### config.mk
export PLATFORM = sky130hd
export DESIGN_NAME = spat_ctrl
export DESIGN_NICKNAME = d
export VERILOG_FILES = /design/src/spat_pkg.sv /design/src/spat_ctrl.sv
export SDC_FILE = /design/constraint.sdc
export NUM_CORES = 1
export LEC_CHECK = 0
export BUFFER_PORTS_ARGS = -buffer_cell sky130_fd_sc_hd__buf_2
export CAP_MARGIN = 20
export CORE_AREA = 2 2 39 41
export CTS_CLUSTER_DIAMETER = 30
export DETAILED_ROUTE_END_ITERATION = 10
export DIE_AREA = 0 0 41 43
export GPL_ROUTABILITY_DRIVEN = 0
export GPL_TIMING_DRIVEN = 1
export SLEW_MARGIN = 5
export SYNTH_ARGS = -nofsm -noshare
export SYNTH_HDL_FRONTEND = slang
export SYNTH_SLANG_ARGS = --single-unit
### constraint.sdc
create_clock -name clk -period 0.8 [get_ports clk]
set_input_delay 0 -clock clk [delete_from_list [all_inputs] [get_ports clk]]
set_output_delay 0 -clock clk [all_outputs]
set_load 0.05 [all_outputs]
### src/spat_pkg.sv
// Shared types, codes and constants for the segmented/paged address translator.
package spat_pkg;

    // Default store depths
    localparam int DESC_DEPTH_DEF = 256;
    localparam int PAGE_DEPTH_DEF = 1024;

    // Compare widths wide enough for the largest legal depth
    localparam int DESC_CMP_W = 14;
    localparam int PAGE_CMP_W = 11;

    // Configuration port
    localparam int CFG_IDX_W  = 2;
    localparam int CFG_DATA_W = 11;
    localparam int DESC_CNT_W = 9;
    localparam int PAGE_CNT_W = 11;

    // Descriptor word layout
    localparam int DESC_PRESENT_BIT = 47;
    localparam int DESC_GRAN_BIT    = 55;

    // Page entry word as stored: frame in 20..1, present in 0
    localparam int PTE_W = 21;

    typedef enum logic [2:0] {
        ACT_LOAD_GLOBAL = 3'd0,
        ACT_LOAD_LOCAL  = 3'd1,
        ACT_LOAD_DIR    = 3'd2,
        ACT_LOAD_PAGE   = 3'd3,
        ACT_TRANSLATE   = 3'd4
    } action_t;

    typedef enum logic [CFG_IDX_W-1:0] {
        CFG_GLOBAL_COUNT = 2'd0,
        CFG_LOCAL_COUNT  = 2'd1,
        CFG_DIR_COUNT    = 2'd2,
        CFG_PAGE_COUNT   = 2'd3
    } cfg_reg_t;

    typedef enum logic [1:0] {
        ST_IDLE,
        ST_DESC,
        ST_DONE
    } state_t;

    typedef struct packed {
        logic [2:0]  action;
        logic [9:0]  entry_index;
        logic [63:0] entry_value;
        logic [31:0] logical_address;
        logic [15:0] selector;
    } in_beat_t;

    typedef struct packed {
        logic [31:0] physical_address;
        logic        fault;
    } out_beat_t;

    // Controller to datapath
    typedef struct packed {
        logic load;    // write the store named by the beat's action
        logic start;   // latch translate beat, read descriptor stores
        logic walk;    // limit check, linear add, directory/page reads
        logic finish;  // load result register
    } cmd_t;

    // Datapath to controller
    typedef struct packed {
        logic is_translate;
        logic is_load;
    } stat_t;

endpackage

### src/spat_ctrl.sv
// Sequencing state machine for the address translator.
module spat_ctrl (
    input  logic            clk,
    input  logic            rst_n,
    input  logic            in_valid,
    output logic            in_ready,
    output logic            out_valid,
    input  logic            out_ready,
    input  spat_pkg::stat_t stat,
    output spat_pkg::cmd_t  cmd
);

    spat_pkg::state_t state_reg, state_next;
    logic             out_valid_reg, out_valid_next;

    always_ff @(posedge clk or negedge rst_n)
    begin
        if (!rst_n)
        begin
            state_reg     <= spat_pkg::ST_IDLE;
            out_valid_reg <= 1'b0;
        end
        else
        begin
            state_reg     <= state_next;
            out_valid_reg <= out_valid_next;
        end
    end

    always_comb
    begin
        state_next     = state_reg;
        out_valid_next = out_valid_reg && !out_ready;
        cmd            = '0;
        in_ready       = 1'b0;
        case (state_reg)
            spat_pkg::ST_IDLE:
            begin
                in_ready = 1'b1;
                if (in_valid)
                begin
                    if (stat.is_translate)
                    begin
                        cmd.start  = 1'b1;
                        state_next = spat_pkg::ST_DESC;
                    end
                    else if (stat.is_load)
                    begin
                        cmd.load = 1'b1;
                    end
                end
            end
            spat_pkg::ST_DESC:
            begin
                cmd.walk   = 1'b1;
                state_next = spat_pkg::ST_DONE;
            end
            spat_pkg::ST_DONE:
            begin
                // hold here while the result register is still full
                if (!out_valid_reg || out_ready)
                begin
                    cmd.finish     = 1'b1;
                    out_valid_next = 1'b1;
                    state_next     = spat_pkg::ST_IDLE;
                end
            end
            default:
            begin
                state_next = spat_pkg::ST_IDLE;
            end
        endcase
    end

    assign out_valid = out_valid_reg;

endmodule

==> reports/summary.txt, run 1 <==
Run status -> finished with violations
Failing checks -> negative setup slack
Worst-path fanout max -> 4
Share of the synthesized area in the top cell type -> 52.6%
Pin count of the biggest net entering global routing -> 5
Placeable core region -> 1380 sq um
Area of the die -> 1760 sq um
Worst hold slack after final layout -> 0.0582 ns
Mapped Nets -> 19
Filler Cell Count -> 152
Setup Skew -> 0.00303 ns
Net count, final -> 42
Min cycle time layout -> 1.18 ns
Vias in the first global route -> 200
Setup repair after global routing missed its margin -> yes
Peak clock frequency supported by timing -> 0.850 GHz
Max IR drop VDD -> 517 uV
Area delta synth->final -> 163%
Instance count along the most critical hold path -> 2
Startpoint types -> register
Main synth FF type -> dfrtp_1
CP Capture Type -> primary output
CTS tree -> built
Reported leakage power -> 0.186 nW
Final worst-path cycle share -> 147%
Share of the yosys chip area belonging to registers -> 52.6%
Die Y-Extent -> 43 um
Die X-Extent -> 41 um
Count of final max-slew check failures -> 0
Reg clk slew, reported paths -> 0.04 ns
Via-per-instance ratio -> 3.59
Total detailed-routing wirelength -> 497 um
Synth area leader -> dfrtp_1
Overall routing resource usage -> 7.84%
Root buffer cell -> clkbuf_4
Flip-flop count of the largest register after layout -> 2
Final number of setup-violating endpoints -> 8
Starting utilization of the core area -> 10.3%
Most common cell in the netlist -> dfrtp_1
Overflow after GRT -> 0
Clk sinks -> 3
Number of hold violations in the final report -> 0
CP arrival -> 1.18 ns
Number of flops mapped to enable cells by yosys -> 0
# rows -> 14
Vias after detailed routing -> 183
Number of warnings printed during yosys synthesis -> 0
Setup CP Type -> register to primary output
Syn_area_per_cell -> 11.0 sq um
Fraction of final layout cells with drive strength greater than 1 -> 77.1%
Antenna diode count -> 0
Fraction of synthesis flops using an asynchronous set or reset pin -> 100%
Utilization after layout -> 27.1%
Routed wirelength normalized by instance count -> 9.75 um
Flip-flop and latch count after synthesis -> 3
Number of buffer cells added on primary ports -> 11
Power Density -> 2020 nW/um^2
Maximum level of the CTS H-tree -> 1
Summed instance area of the synthesized netlist -> 143 sq um
Top cells by instance count after synthesis -> dfrtp_1 (3), and3_1 (2), nand2b_1 (2)
Count of TritonRoute iterations in the first routing pass -> 1
Worst Max-Slew Pin Slew -> 0.171 ns
Initial antenna violation count -> 0
Cell types with the largest area share after synthesis -> dfrtp_1 (53%), and3_1 (8.8%), nand2b_1 (8.8%)
Number of DRC violations after detailed routing -> 0
Total CTS buffers -> 3
Synthesized instance count -> 13
Maximum root-to-sink buffer count -> 2
Data required time at the worst endpoint -> 0.80 ns
Instance area at placement -> 270 sq um
DRT antenna net count -> 0
Total Negative Setup Slacks -> -2.02 ns
Worst hold path class -> primary input to register
Worst relative slew slack -> 88.6%
Max Cap Violations -> 0
Worst reg2reg path depth -> 3
Setup WS post-layout -> -0.376 ns
Drt initial violations -> 0
Final cell area excluding filler cells -> 375 sq um
Io pins -> 12
Global-route wire length before repair -> 786 um
Library cells used by synthesis -> 9
Worst skew pair latency -> 0.23 ns
worst max-delay path: stages (launching register included):
cell,delay (ns)
dfrtp_1,0.40
nor2_4,0.15
and4b_4,0.25
buf_8,0.14
power breakdown:
group          switching, mW  internal (mW)  leakage [nW]  total (mW)
Sequential            0.0153          0.169        0.0381       0.184
Combinational          0.156          0.144         0.133       0.300
Clock                 0.0860          0.187        0.0150       0.273
Total                  0.257          0.500         0.186       0.757
path summary, 6_finish.rpt:
kind / slack (ns) / to / startpoint
min in group asynchronous: 0.10 / state_reg[0]$_DFFE_PN0P_ / rst_n
min reg2reg: 0.65 / out_valid$_DFF_PN0_ / out_valid$_DFF_PN0_
min: 0.06 / state_reg[0]$_DFFE_PN0P_ / in_valid
max in group asynchronous: 0.58 / out_valid$_DFF_PN0_ / rst_n
max: -0.38 / cmd[3] / state_reg[0]$_DFFE_PN0P_
max reg2reg: -0.15 / state_reg[1]$_DFFE_PN0P_ / state_reg[0]$_DFFE_PN0P_
per-stage QoR:
step	power [mW]	setup slack, ns	instances
2_1_floorplan	0.332	-0.333	13
3_3_place_gp	0.408	-0.198	44
3_5_place_dp	0.409	-0.209	44
4_1_cts	0.762	-0.377	50
5_1_grt	0.808	-0.413	51
6_report	0.757	-0.376	51
per-layer routing:
metal / global-route usage (%) / vias up / wire length, um
met1: 9.03 / 81 / 252
met2: 8.13 / 12 / 175
met3: 7.85 / 2 / 62
li1: - / 88 / -
met4: 6.00 / 0 / 7
met5: 0 / - / 0
layout make-up:
cell class	instances	area [sq um]	share of cell area (%)
Tap cell	16	20.0	5.33
Multi-Input combinational cell	10	93.8	25.0
Clock buffer	4	26.3	7.00
Timing Repair Buffer	18	159	42.3
Sequential cell	3	76.3	20.3
what timing repair did:
| action | 4_1_cts | 5_1_grt |
|---|---|---|
| hold buffers | 1 | 0 |
| setup endpoints to repair | 8 | 9 |
| buffers inserted | 1 | 1 |
| gates resized for setup | 15 | 1 |
| hold endpoints to repair | 3 | 0 |
kinds of logic after synthesis:
kind of cell	Yosys count	synth area share, %
AOI/OAI and AO/OA	1	5.27
and+or+nand+nor	9	42.1
DFF	3	52.6
placed cells by master, fill, tap and decap left out, drive strengths merged:
cell type	synthesis	final
dfrtp	3	3
dlygate4sd3	0	1
and4b	1	1
nand2b	2	2
buf	0	17
nor2b	2	2
and3	2	2
clkbuf	0	4
nor2	1	1
o21bai	1	1
nand2	1	1
Power figures use the tool's default switching activity.
==> run 2, diff against run 1 <==
- PLACE_DENSITY: unset -> 0.43
==> run 2 against run 1 <==
Against the previous run:
- the run still ends with negative setup slack left
- critical path depth is the same
- setup slack gained 0.026 ns
- sequential power is essentially flat
- total power shrank 2.3%
- die area is the same
- final cell count shrank 2.0%
- utilization shrank 0.27 points
- non-clock buffer count shrank 1
==> reports/summary.txt, run 2 (synthesis results as in run 1) <==
Total CTS buffers -> 3
Drt initial violations -> 1
Run status -> finished with violations
Setup WS post-layout -> -0.350 ns
Power Density -> 1990 nW/um^2
Reg clk slew, reported paths -> 0.04 ns
Cell with the largest stage delay on the worst path -> dfrtp_1
Pin count of the biggest net entering global routing -> 4
Number of non-filler instances in the completed layout -> 50
Peak clock frequency supported by timing -> 0.869 GHz
Overall routing resource usage -> 7.96%
Setup repair after global routing missed its margin -> yes
Final number of setup-violating endpoints -> 8
Overflow after GRT -> 0
# rows -> 14
Switching part of the total power -> 33.0%
Combinational power share -> 40.0%
Root buffer cell -> clkbuf_4
Vias in the first global route -> 207
Worst relative slew slack -> 89.4%
Number of buffer and inverter instances along the worst setup path -> 1
Count of TritonRoute iterations in the first routing pass -> 2
Data required time at the worst endpoint -> 0.80 ns
Worst hold path class -> primary input to register
Failing checks -> negative setup slack
Total detailed-routing wirelength -> 457 um
Routed wirelength normalized by instance count -> 9.14 um
Initial antenna violation count -> 0
Total power -> 0.740 mW
Max IR drop VDD -> 915 uV
Placeable core region -> 1380 sq um
CP Capture Type -> primary output
Via-per-instance ratio -> 3.48
Die X-Extent -> 41 um
Vias after detailed routing -> 174
Maximum root-to-sink buffer count -> 2
Origin of the worst min-delay path -> in_valid
Setup Skew -> 0.00214 ns
CP arrival -> 1.15 ns
Maximum level of the CTS H-tree -> 1
Antenna diode count -> 0
HPWL reported at the end of detailed placement -> 300 um
Commonest cells after routing, fill and taps aside -> buf_2 (5), buf_6 (4), buf_4 (4), clkbuf_4 (3), buf_8 (3)
Io pins -> 12
Number of hold violations in the final report -> 0
Worst path cell trace -> nor2_4, and4b_4, buf_8
Clk sinks -> 3
Share of total power in the clock network -> 35.2%
DRT antenna net count -> 0
Area of the die -> 1760 sq um
Number of buffer cells added on primary ports -> 11
Final worst-path cycle share -> 144%
Max Cap Violations -> 0
Register share of total power -> 24.8%
Min cycle time layout -> 1.15 ns
Worst Max-Slew Pin Slew -> 0.159 ns
CTS tree -> built
Global-route wire length before repair -> 828 um
Filler Cell Count -> 149
Start point of the critical path -> state_reg[0]$_DFFE_PN0P_
Fraction of final layout cells with drive strength greater than 1 -> 76.5%
Worst-path fanout max -> 3
Worst skew pair latency -> 0.23 ns
Net count, final -> 41
Worst reg2reg startpoint -> state_reg[0]$_DFFE_PN0P_
Flip-flop count of the largest register after layout -> 2
Setup CP Type -> register to primary output
Internal power component -> 0.496 mW
Starting utilization of the core area -> 10.3%
Number of DRC violations after detailed routing -> 0
Commonest non-fill, non-tap cell in the layout -> buf_2
Area delta synth->final -> 161%
Switching power -> 0.244 mW
Startpoint types -> register
Placed cell count -> 44
Count of final max-slew check failures -> 0
Worst path max stage delay -> 0.40 ns
Reported leakage power -> 0.183 nW
Crit-path leading delay family -> flip-flops
Die Y-Extent -> 43 um
[run 2: metrics by stage]
stage	TNS [ns]	setup slack [ns]	instance area [sq um]	utilization [%]	hold slack (ns)
after global placement	-0.889	-0.183	270	19.5	-0.202
after detailed placement	-0.998	-0.201	270	19.5	-0.196
after CTS	-2.04	-0.363	372	26.9	0.0474
after floorplan	-1.33	-0.333	165	-	-0.296
after global routing	-2.46	-0.404	372	26.9	0.0516
final	-1.98	-0.350	372	26.9	0.0661
[run 2: repair_timing]
action	4_1_cts	5_1_grt
setup endpoints to repair	9	9
buffers inserted	1	1
hold endpoints to repair	3	0
resized for setup	17	1
hold buffers	1	0
[run 2: final cells by class]
cell class                 instances  area, sq um  area share, %
sequential                         3         76.3           20.5
multi-input combinational         10         93.8           25.3
clock buffer                       4         26.3           7.07
tap                               16         20.0           5.39
timing repair buffer              17          155           41.8
[run 2: per-layer routing]
metal / vias to the layer above / routed length, um / track usage [%]
met4: 0 / 0 / 6.00
met1: 75 / 181 / 8.12
met2: 12 / 216 / 9.06
met3: 0 / 59 / 8.38
met5: - / 0 / 0
li1: 87 / - / -
[run 2: worst reg2reg max path, delay by kind of cell, from the launching register on]
kind / cells / cell delay [ns]
simple gates: 1 / 0.20
flops: 1 / 0.40
compound gates: 1 / 0.13
buf+inv: 1 / 0.15
[run 2: final timing paths]
check	end	slack, ns	depth (start not counted)
hold reg to reg	out_valid$_DFF_PN0_	0.64	3
setup / recovery	cmd[3]	-0.35	3
hold / removal	state_reg[0]$_DFFE_PN0P_	0.07	2
max in group asynchronous	out_valid$_DFF_PN0_	0.58	2
setup reg to reg	state_reg[1]$_DFFE_PN0P_	-0.16	3
min in group asynchronous	state_reg[1]$_DFFE_PN0P_	0.10	2
[run 2: power by group through the flow]
stage	registers (mW)	clock network, mW	logic [mW]
detailed placement	0.183	0	0.222
global route	0.185	0.303	0.314
floorplan	0.209	0	0.123
global placement	0.182	0	0.219
CTS	0.184	0.277	0.295
finish	0.183	0.261	0.296
==> run 3, diff against run 2 <==
- PLACE_DENSITY: 0.43 -> 0.42
- clock period: 0.8 -> 1.2 ns (I/O delays scaled with it)
==> run 3 against run 2 <==
Against the previous run:
- the flow now finishes without violations
- wire length decreased by 5.7%
- via count down 5.7%
- non-clock buffer count fell by 5
- count of clock-buffer cells in the layout unchanged
- register-to-register slack gained 0.51 ns
- critical path depth unchanged
==> reports/summary.txt, run 3 (synthesis results as in run 1) <==
Reported leakage power -> 0.148 nW
Met2 capacity usage during global routing -> 10.0%
Placed cell count -> 40
Total detailed-routing wirelength -> 431 um
Switching power -> 0.153 mW
Met3 capacity usage during global routing -> 4.71%
Flip-flop count of the largest register after layout -> 2
Layer with the highest usage -> met2
HPWL reported at the end of detailed placement -> 362 um
Antenna diode count -> 0
Global-route wire length before repair -> 703 um
Filler Cell Count -> 157
Min cycle time layout -> 1.18 ns
Clk sinks -> 3
Area of the die -> 1760 sq um
Overflow after GRT -> 0
Power Density -> 1530 nW/um^2
Number of hold violations in the final report -> 0
Worst relative slew slack -> 83.4%
Commonest cells after routing, fill and taps aside -> buf_2 (8), clkbuf_4 (3), dfrtp_1 (3), buf_6 (3)
Number of DRC violations after detailed routing -> 0
Max IR drop VDD -> 238 uV
Crit-path leading delay family -> flip-flops
Number of buffer and inverter instances along the worst setup path -> 1
Worst skew pair latency -> 0.23 ns
Starting utilization of the core area -> 10.3%
Worst-path fanout max -> 4
Net count, final -> 36
Reg clk slew, reported paths -> 0.04 ns
Commonest non-fill, non-tap cell in the layout -> buf_2
Final number of setup-violating endpoints -> 0
Utilization after layout -> 20.4%
Die X-Extent -> 41 um
Combinational power share -> 31.4%
Final worst-path cycle share -> 98.4%
Worst Max-Slew Pin Slew -> 0.251 ns
Io pins -> 12
Area delta synth->final -> 98.2%
Pin count of the biggest net entering global routing -> 5
Total CTS buffers -> 3
Count of buffers added by post-CTS timing repair for setup -> 0
Switching part of the total power -> 35.4%
Run status -> complete, no violations
Internal power component -> 0.280 mW
Setup CP Type -> register to primary output
Fraction of final layout cells with drive strength greater than 1 -> 65.5%
Number of non-filler instances in the completed layout -> 45
Die Y-Extent -> 43 um
Number of buffer cells added on primary ports -> 11
Root buffer cell -> clkbuf_4
Cell with the largest stage delay on the worst path -> dfrtp_1
Routed wirelength normalized by instance count -> 9.58 um
Setup Skew -> 0.00196 ns
Total power -> 0.433 mW
Register share of total power -> 27.9%
Max Cap Violations -> 0
Share of total power in the clock network -> 40.6%
CTS tree -> built
Peak clock frequency supported by timing -> 0.847 GHz
Initial antenna violation count -> 0
DRT antenna net count -> 0
Count of TritonRoute iterations in the first routing pass -> 1
CP Capture Type -> primary output
Setup repair after global routing missed its margin -> yes
Overall routing resource usage -> 6.41%
Placeable core region -> 1380 sq um
Drt initial violations -> 0
Via-per-instance ratio -> 3.64
Count of final max-slew check failures -> 0
Data required time at the worst endpoint -> 1.20 ns
Worst path max stage delay -> 0.41 ns
# rows -> 14
Worst path cell trace -> nor2_4, and4b_2, buf_6
Maximum level of the CTS H-tree -> 1
Vias in the first global route -> 180
Vias after detailed routing -> 164
Startpoint types -> register
CP arrival -> 1.18 ns
Maximum root-to-sink buffer count -> 2
Worst hold path class -> primary input to register
Met1 usage -> 5.43%
-- run 3: cell count changes in the layout (fill, tap and decap cells not counted) --
| cell | before | now |
|---|---|---|
| buf_6 | 4 | 3 |
| and3_1 | 0 | 1 |
| and3_2 | 0 | 1 |
| nor2b_4 | 1 | 0 |
| buf_2 | 5 | 8 |
| buf_8 | 3 | 0 |
| and4b_2 | 0 | 1 |
| nor2b_2 | 1 | 2 |
| dfrtp_2 | 1 | 0 |
| dfrtp_1 | 2 | 3 |
| and3_4 | 2 | 0 |
| buf_4 | 4 | 0 |
| and4b_4 | 1 | 0 |
-- run 3: layer usage --
layer  share of wire, %  wire, um
met1                 38       164
met2                 47       201
met3                 15        66
met4                  0         0
met5                  0         0
-- run 3: power groups by stage --
stage,clock [mW],sequential (mW),combinational [mW]
4_1_cts,0.183,0.121,0.134
2_1_floorplan,0,0.139,0.0751
3_5_place_dp,0,0.122,0.125
6_report,0.176,0.121,0.136
3_3_place_gp,0,0.121,0.121
5_1_grt,0.197,0.123,0.145
-- run 3: area by class of cell --
cell class	count	area [sq um]	area share (%)
well taps	16	20.0	7.08
multi-input cells	10	77.6	27.4
repair buffers	12	83.8	29.6
flip-flops and latches	3	75.1	26.5
clock buffers	4	26.3	9.29
-- run 3: through the flow --
stage,cell area [sq um],hold slack (ns),setup slack [ns],TNS [ns]
finish,283,0.0481,0.0197,0
global route,283,0.0574,-0.0379,-0.0524
CTS,275,0.0488,0.00954,0
detailed placement,228,-0.199,0.186,0
global placement,228,-0.207,0.207,0
floorplan,153,-0.296,-0.00607,-0.00607
-- run 3: worst paths after layout --
check                                          from                  endpoint  slack [ns]  depth (start not counted)
setup / recovery           state_reg[0]$_DFFE_PN0P_                    cmd[3]        0.02                          3
hold / removal                             in_valid  state_reg[0]$_DFFE_PN0P_        0.05                          2
setup reg to reg           state_reg[0]$_DFFE_PN0P_  state_reg[1]$_DFFE_PN0P_        0.35                          2
hold reg to reg                 out_valid$_DFF_PN0_       out_valid$_DFF_PN0_        0.53                          2
max in group asynchronous                     rst_n  state_reg[0]$_DFFE_PN0P_        1.00                          2
min in group asynchronous                     rst_n       out_valid$_DFF_PN0_        0.09                          2
-- run 3: what timing repair did --
item                                   4_1_cts  5_1_grt
resized for setup                            4        2
setup endpoints to repair                    3        3
hold buffers                                 1        0
endpoints found under the hold margin        3        0
pin swaps                                    0        0
